## src/assert_macros.svh

```systemverilog
// Assertion macros shared by the codec RTL.
// Each macro samples on clk and is disabled while rst is high.
`ifndef ASSERT_MACROS_SVH
`define ASSERT_MACROS_SVH

// Check a condition at every clock edge.
`define LIC_ASSERT_ALWAYS(label, cond, msg) \
  label: assert property (@(posedge clk) disable iff (rst) (cond)) else $error(msg);

// Check that an antecedent implies a consequent in the same cycle.
`define LIC_ASSERT_IMPLY(label, ante, cons, msg) \
  label: assert property (@(posedge clk) disable iff (rst) (ante) |-> (cons)) else $error(msg);

// Check that an antecedent implies a consequent in the next cycle.
`define LIC_ASSERT_NEXT(label, ante, cons, msg) \
  label: assert property (@(posedge clk) disable iff (rst) (ante) |=> (cons)) else $error(msg);

`endif

```

## src/lic_pkg.sv

```systemverilog
// Package for the logical immediate codec: transfer payload types, mode codes
// and small mask helpers. No dependencies.
`timescale 1ns / 1ps
`default_nettype none

package lic_pkg;

  localparam logic MODE_EXPAND = 1'b0;
  localparam logic MODE_ENCODE = 1'b1;

  typedef struct packed {
    logic        mode;
    logic [12:0] encoding_in;
    logic [63:0] value_in;
  } lic_req_t;

  typedef struct packed {
    logic [63:0] value_out;
    logic [12:0] encoding_out;
    logic        valid_res;
  } lic_rsp_t;

  // Low-bit mask of an element of 2**len bits, as an index mask (len 0..6).
  function automatic logic [5:0] lic_levels(input logic [2:0] len);
    logic [6:0] t;
    t = (7'd1 << len) - 7'd1;
    return t[5:0];
  endfunction

  // Bit i set when i lies inside the first element of 2**len bits.
  function automatic logic [63:0] lic_emask(input logic [2:0] len);
    logic [63:0] m;
    m = '0;
    for (int i = 0; i < 64; i++) begin
      m[i] = ((7'(i) >> len) == 7'd0);
    end
    return m;
  endfunction

endpackage

`default_nettype wire

```

## src/logical_immediate_codec.sv

```systemverilog
// Logical (bitmask) immediate codec: expands a 13-bit N:immr:imms encoding to
// its 64-bit pattern, or finds the encoding of a 64-bit value.
// Depends on lic_pkg and assert_macros.svh.
//
// Usage:
//   Request channel req_valid/req_ready/req carries mode, encoding_in and
//   value_in; a transfer happens on a clock edge with valid and ready high.
//   Response channel rsp_valid/rsp_ready/rsp carries value_out, encoding_out
//   and valid_res, one response per request, in request order.
//   A request passes three register stages: field decode / period
//   search, pattern build / run locate, rotate / encoding assembly, the
//   last one being the output reg.
//   Throughput: one request per cycle, sustained, with no bubbles, while
//   rsp_ready stays high.
//   Each stage holds its own valid bit; a stage advances when it is empty
//   or the stage after it advances, so a stalled receiver fills the pipe
//   and req_ready drops only when all three stages hold a request.
//   Reset (rst, synchronous, active high) empties all stages; data
//   registers are not cleared.
//   Invalid encodings and unencodable values (zero, all ones, anything
//   that is not a replicated rotated run of ones) return zeros with
//   valid_res low.
`timescale 1ns / 1ps
`default_nettype none
`include "assert_macros.svh"

module logical_immediate_codec (
  input  wire              clk,
  input  wire              rst,
  input  wire              req_valid,
  output logic             req_ready,
  input  wire lic_pkg::lic_req_t req,
  output logic             rsp_valid,
  input  wire              rsp_ready,
  output lic_pkg::lic_rsp_t rsp
);
  import lic_pkg::*;

  // Stage 1: decoded fields and encode-side preprocessing.
  typedef struct packed {
    logic            mode;
    logic            dec_ok;
    logic [5:0]      dec_levels;
    logic [5:0]      dec_s;
    logic [5:0]      dec_r;
    logic [2:0]      enc_len;
    logic [63:0]     enc_starts;
    logic [7:0][3:0] enc_bytecnt;
  } s1_t;

  // Stage 2: unrotated pattern and located run.
  typedef struct packed {
    logic        mode;
    logic        dec_ok;
    logic [5:0]  dec_r;
    logic [63:0] dec_pattern;
    logic [2:0]  enc_len;
    logic        enc_one;
    logic [5:0]  enc_pos;
    logic [6:0]  enc_pc;
  } s2_t;

  logic     v1, v2, v3;
  logic     rdy1, rdy2, rdy3;
  s1_t      s1, s1_next;
  s2_t      s2, s2_next;
  lic_rsp_t rsp_next;

  // Ready chain: a stage takes new data when empty or when it drains.
  assign rdy3      = !v3 || rsp_ready;
  assign rdy2      = !v2 || rdy3;
  assign rdy1      = !v1 || rdy2;
  assign req_ready = rdy1;
  assign rsp_valid = v3;

  always_ff @(posedge clk) begin
    if (rst) begin
      v1 <= 1'b0;
      v2 <= 1'b0;
      v3 <= 1'b0;
    end else begin
      if (rdy1) v1 <= req_valid;
      if (rdy2) v2 <= v1;
      if (rdy3) v3 <= v2;
    end
  end

  always_ff @(posedge clk) begin
    if (rdy1) s1  <= s1_next;
    if (rdy2) s2  <= s2_next;
    if (rdy3) rsp <= rsp_next;
  end

  // Stage 1 logic.
  always_comb begin
    logic [5:0]  imms;
    logic [5:0]  immr;
    logic [5:0]  inv;
    logic [2:0]  dlen;
    logic [63:0] v;
    logic [63:0] rotv;

    imms = req.encoding_in[5:0];
    immr = req.encoding_in[11:6];
    inv  = ~imms;
    v    = req.value_in;

    s1_next      = '0;
    s1_next.mode = req.mode;

    // Element size: N forces 64 bits, else highest clear bit of imms[5:1].
    dlen           = 3'd0;
    s1_next.dec_ok = 1'b0;
    if (req.encoding_in[12]) begin
      dlen           = 3'd6;
      s1_next.dec_ok = 1'b1;
    end else begin
      for (int k = 1; k <= 5; k++) begin
        if (inv[k]) begin
          dlen           = 3'(k);
          s1_next.dec_ok = 1'b1;
        end
      end
      // Drop non-canonical immr with bits at or above the element size.
      if ((immr >> dlen) != 6'd0) s1_next.dec_ok = 1'b0;
    end
    s1_next.dec_levels = lic_levels(dlen);
    // An all-ones run inside the element is reserved.
    if ((imms & s1_next.dec_levels) == s1_next.dec_levels) s1_next.dec_ok = 1'b0;
    s1_next.dec_s = imms & s1_next.dec_levels;
    s1_next.dec_r = immr & s1_next.dec_levels;

    // Smallest period of the value among 2..32, else 64.
    s1_next.enc_len = 3'd6;
    for (int k = 5; k >= 1; k--) begin
      rotv = (v >> (1 << k)) | (v << (64 - (1 << k)));
      if (rotv == v) s1_next.enc_len = 3'(k);
    end

    // Run starts: a one whose lower neighbor (circularly) is zero.
    s1_next.enc_starts = v & ~{v[62:0], v[63]};

    for (int b = 0; b < 8; b++) begin
      s1_next.enc_bytecnt[b] = '0;
      for (int i = 0; i < 8; i++) begin
        s1_next.enc_bytecnt[b] = s1_next.enc_bytecnt[b] + 4'(v[8*b+i]);
      end
    end
  end

  // Stage 2 logic.
  always_comb begin
    logic [63:0] sm;

    s2_next         = '0;
    s2_next.mode    = s1.mode;
    s2_next.dec_ok  = s1.dec_ok;
    s2_next.dec_r   = s1.dec_r;
    s2_next.enc_len = s1.enc_len;

    // Replicated run of s+1 ones per element, not yet rotated.
    for (int i = 0; i < 64; i++) begin
      s2_next.dec_pattern[i] = ((6'(i) & s1.dec_levels) <= s1.dec_s);
    end

    // Exactly one run start inside the first element means one run.
    sm = s1.enc_starts & lic_emask(s1.enc_len);
    s2_next.enc_one = (sm != 64'd0) && ((sm & (sm - 64'd1)) == 64'd0);
    s2_next.enc_pos = '0;
    for (int i = 0; i < 64; i++) begin
      if (sm[i]) s2_next.enc_pos = s2_next.enc_pos | 6'(i);
    end

    s2_next.enc_pc = '0;
    for (int b = 0; b < 8; b++) begin
      s2_next.enc_pc = s2_next.enc_pc + 7'(s1.enc_bytecnt[b]);
    end
  end

  // Stage 3 logic: rotate, assemble the encoding, select by mode.
  always_comb begin
    logic [127:0] dbl;
    logic [5:0]   elevels;
    logic [6:0]   cnt;
    logic [5:0]   cm1;
    logic [5:0]   rot_e;
    logic [5:0]   imms_e;
    logic         n_e;

    dbl     = {s2.dec_pattern, s2.dec_pattern} >> s2.dec_r;
    elevels = lic_levels(s2.enc_len);
    // Total ones over 64 bits is the run length times the element count.
    cnt     = s2.enc_pc >> (3'd6 - s2.enc_len);
    cm1     = 6'(cnt - 7'd1);
    rot_e   = (6'd0 - s2.enc_pos) & elevels;
    n_e     = (s2.enc_len == 3'd6);
    imms_e  = n_e ? cm1 : (~{elevels[4:0], 1'b1} | cm1);

    rsp_next = '0;
    if (s2.mode == MODE_EXPAND) begin
      rsp_next.valid_res = s2.dec_ok;
      if (s2.dec_ok) rsp_next.value_out = dbl[63:0];
    end else begin
      rsp_next.valid_res = s2.enc_one;
      if (s2.enc_one) rsp_next.encoding_out = {n_e, rot_e, imms_e};
    end
  end

  `LIC_ASSERT_IMPLY(a_full_when_blocked, !req_ready, v1 && v2 && v3,
                    "req_ready low with a free stage")
  `LIC_ASSERT_NEXT(a_take_fills_s1, req_valid && req_ready, v1,
                   "accepted request lost at stage 1")
  `LIC_ASSERT_IMPLY(a_one_side_only, rsp_valid,
                    (rsp.value_out == 64'd0) || (rsp.encoding_out == 13'd0),
                    "value and encoding both nonzero")
  `LIC_ASSERT_IMPLY(a_invalid_is_zero, rsp_valid && !rsp.valid_res,
                    (rsp.value_out == 64'd0) && (rsp.encoding_out == 13'd0),
                    "invalid response carries data")

endmodule

`default_nettype wire

```

## config.mk

```make
export PLATFORM = sky130hd
export DESIGN_NAME = logical_immediate_codec
export DESIGN_NICKNAME = d
export VERILOG_FILES = /design/src/lic_pkg.sv /design/src/logical_immediate_codec.sv
export VERILOG_INCLUDE_DIRS = /design/src /design/src/src
export SDC_FILE = /design/constraint.sdc
export NUM_CORES = 1
export LEC_CHECK = 0
export BUFFER_PORTS_ARGS = -buffer_cell sky130_fd_sc_hd__buf_2
export CORE_MARGIN = 4
export CORE_UTILIZATION = 56
export DETAILED_ROUTE_END_ITERATION = 10
export GPL_TIMING_DRIVEN = 1
export PLACE_DENSITY = 0.81
export SYNTH_ARGS = -nofsm -noshare
export SYNTH_HDL_FRONTEND = slang
export SYNTH_SLANG_ARGS = --single-unit
```

## constraint.sdc

```tcl
create_clock -name clk -period 3.5 [get_ports clk]
set_input_delay 0.35 -clock clk [delete_from_list [all_inputs] [get_ports clk]]
set_output_delay 0.35 -clock clk [all_outputs]
set_load 0.02 [all_outputs]
```

Word-level counts from Yosys, hierarchy flattened --
Index checks and enable logic that the tools add are counted.
Storage, ports and cells: flip-flop bits (word level) 289, input port bits 82, output and inout bits 80, logic and storage cells 443
Cells by class: add/sub/neg operators 69, $lt $le $gt $ge 64, equality and inequality tests 7, shift-type cells 69, mux-type cells 101, bitwise operators 15, reductions and logical operators 83
Operators by type and width (count):
- $logic_not A7 Y1 | 64
- $eq A64 B64 Y1 | 5
- $shr A6 B3 Y7 const A | 32
- $and A64 B64 Y64 | 3
- $le A6 B6 Y1 | 32
- $mux W6 | 31
- $add A4 B1 Y4 | 32
- $mux W64 | 2
- $shr A128 B6 Y64 | 1
- $shr A5 B3 Y7 const A | 16
- $le A5 B6 Y1 | 16
- $mux W5 | 16
- $logic_not A64 Y1 | 1
- $not A64 Y64 | 1
- $or A32 B64 Y64 | 1
- $or A48 B64 Y64 | 1
- $or A56 B64 Y64 | 1
- $or A60 B64 Y64 | 1
- $or A62 B64 Y64 | 1
- $reduce_bool A64 Y1 | 1
- $sub A64 B1 Y64 const B | 1
- $shr A4 B3 Y7 const A | 8
- $le A4 B6 Y1 | 8
- $add A7 B4 Y7 | 6
- 38 further kinds | 127

Logic depth before layout (Yosys ltp) --
depth in word-level cells 64, mapped depth 14, depth with buffers taken out 14

Worst setup path before layout --
OpenSTA, ideal clock, no wires.
path kind register to register, start point register v3 (netlist: rsp_valid), end point register s1[0] in the netlist's numbering (enable), setup time 1.101 ns, data arrival time 2.874 ns, required time 2.399 ns, setup slack -0.475 ns, stages on the path, launching flop included 4, path buffers 0, clock period less this slack 3.975 ns, path through dfxtp_1 -> nor2b_1 -> and2_1 -> nand2_1
On the way: longest elaborated chain between the ends 4
Ends and longest elaborated chain:
- from (decl) | RTL line logical_immediate_codec.sv:63 | logic v1, v2, v3;
- from (signal assigned) | RTL line logical_immediate_codec.sv:84 | if (rdy3) v3 <= v2;
- $logic_not A1 Y1 | RTL line logical_immediate_codec.sv:70 | assign rdy3 = !v3 || rsp_ready;
- $logic_or A1 B1 Y1 | RTL line logical_immediate_codec.sv:70
- $logic_or A1 B1 Y1 | RTL line logical_immediate_codec.sv:71 | assign rdy2 = !v2 || rdy3;
- $logic_or A1 B1 Y1 | RTL line logical_immediate_codec.sv:72 | assign rdy1 = !v1 || rdy2;
- named net req_ready | RTL line logical_immediate_codec.sv:31 | output logic req_ready,
- to (signal assigned) | RTL line logical_immediate_codec.sv:89 | if (rdy1) s1 <= s1_next;
- to (decl) | RTL line logical_immediate_codec.sv:65 | s1_t s1, s1_next;
The timed path passes the listed nets, and every way through them passes these cells. A chain may end at the register's enable or synchronous reset.

==> results.md <==
Critical path:
- Walking the worst path, the cells encountered are fa_1 -> fa_1 -> fa_1 -> fa_2 -> ha_4 -> a21o_1 -> a21oi_2 -> o21bai_1 -> a21oi_2 -> xnor2_1.
- Broken down by cell family, the worst path's largest delay share belongs to adder cells.
- On the critical path, the stage with the largest delay is an instance of sky130_fd_sc_hd__fa_2.
- The critical path is of the reg2reg type.
- The critical register-to-register path startpoint is s1[22]$_DFFE_PP_.
- The worst setup path is launched from a register.
- Tracing the worst setup path back leads to its startpoint at s1[22]$_DFFE_PP_.
- STA puts the critical path data arrival time at about 4.1 ns.
- The kind of capture point of the worst setup path is a register.
- Of all nets on the critical path, the largest fanout is 2.
- The buffer and inverter count on the worst path is 0.
- At the worst endpoint, the required time is roughly 3.9 ns.
- On the worst path, the slowest cell contributes a delay of ~0.64 ns.
- The cell that appears most often on the critical path is sky130_fd_sc_hd__fa_1.

Place:
- At the end of routability-driven placement, the weighted congestion stood at about 1.1.
- The sum of net half-perimeters after detailed placement is roughly 57000 um.
- The count of port buffers added during placement is about 160.
- Before CTS, the worst setup slack after placement is -0.281 ns.

Hold path:
- The worst hold-check path type is in2reg.
- In this run the most critical hold path is launched from req[70].

Floorplan:
- The x dimension of the die is about 210 um.
- The core region is around 0.039 mm2.
- Pin placement for this block handled around 160 I/O pins.
- The die height is 206 um.
- The initial utilization of the core area, before any placement, comes to about 57%.
- After floorplanning, the core was divided into 72 placement rows.
- The area of the die is ~0.043 mm2.

Drt:
- The remaining antenna violation count after routing is 0.
- The detailed router finished its first iteration with between 2000 and 3000 violations.
- The routed design has slightly below 80000 um of wire.
- The first detailed-routing pass took 8 iterations.
- The via count of the routed design is around 19000.
- In the routed design, unresolved DRC markers number 0.
- The detailed-route wire length per cell is 27.7 um.
- After detailed routing, the number of vias per cell comes to roughly 7.

Timing:
- Headroom to the max-slew limit came out at between 15 and 20%.
- The hold violation count in the final report is 0.
- Setup repair after global routing could not meet its margin everywhere.
- Once routing completed, OpenROAD measured the worst setup slack at -0.228 ns.
- The final worst-path cycle share is 107%.
- The smallest clock period supported by the final layout is computed as roughly 3.7 ns.
- For this run, the top clock speed supported by timing is approximately 0.27 GHz.
- The final count of pins violating max slew is 0.
- Between clock sinks in the finished design, the worst skew comes to 0.0415 ns.
- The setup total negative slack is -0.684 ns.
- Setup violations remaining at the end of the flow were counted as 4.
- The actual slew at the worst max-slew pin is ~1.2 ns.

Clock tree:
- The source-to-sink clock delay at the later pin of the worst-skew pair is a little under 0.6 ns.
- The H-tree depth is 1.
- After clock tree synthesis, the clock-pin slew on the worst setup and hold paths is roughly 0.060 ns.
- The TritonCTS buffer count is 30.
- TritonCTS built the clock tree.
- CTS placed an instance of sky130_fd_sc_hd__clkbuf_16 at the clock tree root.
- In this run the deepest clock path goes through 3 buffers.
- The tree built by TritonCTS fans out to ~290 sinks.

Finish:
- The area occupied by multi-input gates is between 0.01 and 0.015 mm2.
- The filler cells instantiated in the layout total ~3000.
- The layout overhead on the synthesized area is 13.2%.
- Cells with a size suffix above 1 make up between 20% and 30% of the layout.
- The register area is approximately 0.0086 mm2.
- The utilization of the core after routing is 64.3%.
- The repair_antennas step left the layout with diodes totalling 0.
- At the end of the flow, the number of nets in the layout was between 2000 and 2500.

Synthesis:
- By area the synthesized netlist is led by sky130_fd_sc_hd__edfxtp_1 (39%), sky130_fd_sc_hd__mux4_2 (13%), sky130_fd_sc_hd__fa_1 (4.6%).
- The commonest cells after synthesis are sky130_fd_sc_hd__edfxtp_1 (286), sky130_fd_sc_hd__nor2_1 (209), sky130_fd_sc_hd__nand2_1 (152), sky130_fd_sc_hd__o21ai_0 (143), sky130_fd_sc_hd__inv_1 (137).
- The synthesized netlist devotes around 8.6% of its cell area to adder and majority cells.
- The share of the synthesized area in the top cell type is about two fifths.
- sky130_fd_sc_hd__edfxtp_1 takes more of the synthesized area than any other cell.
- Synthesis inferred 289 register bits.
- The synthesized-area fraction occupied by and/or/nand/nor cells is 15.9%.
- The portion of synthesized area spent on multiplexers is between 10% and 20%.
- The main combinational cell family by area after synthesis is multiplexers.
- After synthesis, the share of flip-flops with an asynchronous set or reset is 0%.
- In the synthesized netlist the dominant register cell turns out to be sky130_fd_sc_hd__edfxtp_1.
- The most repeated cell in the gate-level netlist after synthesis is sky130_fd_sc_hd__edfxtp_1.
- The synthesized-area fraction occupied by xor and xnor cells is around 3.7%.
- The post-synth design cell area is approximately 0.022 mm2.
- The cell count after synthesis is approximately 2100.
- The sequential cell area fraction in the yosys report is 39.3%.
- The count of different cell masters after synthesis is 83.
- The Yosys step of the flow raised 0 warnings.
- The complex-gate fraction of the synthesized area is a little over a tenth.
- After synthesis, the mean cell area works out to between 10 and 15 um2.
- The number of enable flip-flop cells after synthesis is between 200 and 300.
- The post-synthesis net count is roughly 2300.

Outcome:
- The final reports fail on setup timing.
- The flow ran to the end, but the final reports show violations.

Global routing:
- Entering global routing, the biggest net connects just over 80 pins.
- The initial antenna violation count is 1.
- The number of global-route vias before repair is 18000.
- For this run, global-route usage on met3 was measured as 7.85%.
- For this run, the total global-route usage over all layers was measured as a little over a third.
- The global-route track usage on met1 is about half.
- The first global-routing pass estimated between 100000 and 150000 um of wire.
- After global routing, the most crowded layer is met2.
- Summed over all layers, the global routing overflow is 0.
- In the global route stage, met2 resource usage came out at 52.6%.

Power and ir drop:
- Power spread over the standard cell area amounts to 695 mW/mm2.
- The worst voltage drop across the vdd grid is 1.53 mV.
- The standby leakage power is 9.79 nW.

Run:
- The count of max-cap constraint violations is 0.
[worst reg2reg max path: cells and delay by family, from the launching register on]
| kind | cells | cell delay [ns] |
|---|---|---|
| flops | 1 | 0.43 |
| xor+xnor | 1 | 0.07 |
| compound gates | 4 | 0.59 |
| fa+ha+maj | 5 | 2.41 |
[cell type report]
type                    count  share of cell area (%)
multi-input cells        1508                    49.5
clock inverters            20                   0.934
well taps                 518                    2.60
flip-flops and latches    289                    34.7
clock buffers              36                    3.10
inverters                 140                    2.11
repair buffers            275                    7.08
[flip-flops by register name, indices dropped and copies added (netlist names)]
name       cells
s2            89
v2             1
s1           119
rsp           78
v1             1
rsp_valid      1
[per-stage QoR]
stage	power, mW	cell area [um2]	hold slack (ns)	instances
floorplan	9.47	22000	0.400	2083
global placement	11.3	23800	0.404	2725
detailed placement	11.9	23800	0.405	2725
CTS	16.0	24900	0.0243	2785
global route	18.1	24900	0.0444	2786
finish	17.3	24900	0.0413	2786
[repair_timing]
| action | CTS | global route |
|---|---|---|
| gates resized for setup | 10 | 14 |
| hold endpoints to repair | 4 | 0 |
| setup endpoints to repair | 4 | 5 |
| pin swaps | 14 | 16 |
| hold buffers | 3 | 0 |
| setup buffers | 3 | 1 |
[routing by layer]
layer  wire length [um]  vias up
met5                  0        -
met4               3300        0
met3              10100      242
met2              33400     1569
met1              30400     9211
li1                   -     8122
[cells by family (layout without fill, tap and decap cells)]
group,count (synthesis),after routing
compound gates,376,376
xor+xnor,94,94
fa+ha+maj,120,120
buf+inv,286,471
flops,289,289
mux,200,200
other cells,1,1
simple gates,717,717
[path summary, 6_finish.rpt]
| kind | endpoint | slack [ns] | cells after the start |
|---|---|---|---|
| max reg2reg | s2[6]$_DFFE_PP_ | -0.23 | 10 |
| min reg2reg | s2[85]$_DFFE_PP_ | 0.42 | 0 |
| max | s2[6]$_DFFE_PP_ | -0.23 | 10 |
| min | s1[99]$_DFFE_PP_ | 0.04 | 2 |
[report_power, final]
| group | switching (mW) | leakage (nW) | internal (mW) | total (mW) |
|---|---|---|---|---|
| registers | 0.374 | 3.16 | 4.61 | 4.99 |
| clock network | 1.33 | 0.480 | 1.88 | 3.21 |
| logic | 4.79 | 6.15 | 4.33 | 9.12 |
| total | 6.49 | 9.79 | 10.8 | 17.3 |
[cell usage in the layout, fill, tap and decap left out, types with 10 or more instances in the layout]
master and n:
sky130_fd_sc_hd__mux4_2 129, sky130_fd_sc_hd__nand4_1 43, sky130_fd_sc_hd__nand2_1 151, sky130_fd_sc_hd__xnor2_1 38, sky130_fd_sc_hd__nand3_1 71, sky130_fd_sc_hd__nor4_1 37
sky130_fd_sc_hd__inv_1 129, sky130_fd_sc_hd__mux2_2 33, sky130_fd_sc_hd__o22ai_1 50, sky130_fd_sc_hd__nor2_1 207, sky130_fd_sc_hd__o31ai_1 13, sky130_fd_sc_hd__buf_4 102
sky130_fd_sc_hd__or2_2 10, sky130_fd_sc_hd__nor2b_1 36, sky130_fd_sc_hd__buf_2 161, sky130_fd_sc_hd__mux2i_1 38, sky130_fd_sc_hd__a21oi_1 54, sky130_fd_sc_hd__nor3_1 68
sky130_fd_sc_hd__a31oi_1 10, sky130_fd_sc_hd__edfxtp_1 286, sky130_fd_sc_hd__or4_1 15, sky130_fd_sc_hd__o21ai_0 143, sky130_fd_sc_hd__or3_1 16, sky130_fd_sc_hd__clkinv_1 10
sky130_fd_sc_hd__ha_1 62, sky130_fd_sc_hd__nand2b_1 11, sky130_fd_sc_hd__fa_1 47, sky130_fd_sc_hd__clkbuf_16 30, sky130_fd_sc_hd__and2_1 13, sky130_fd_sc_hd__xor2_1 55
Power figures use the tool's default switching activity.
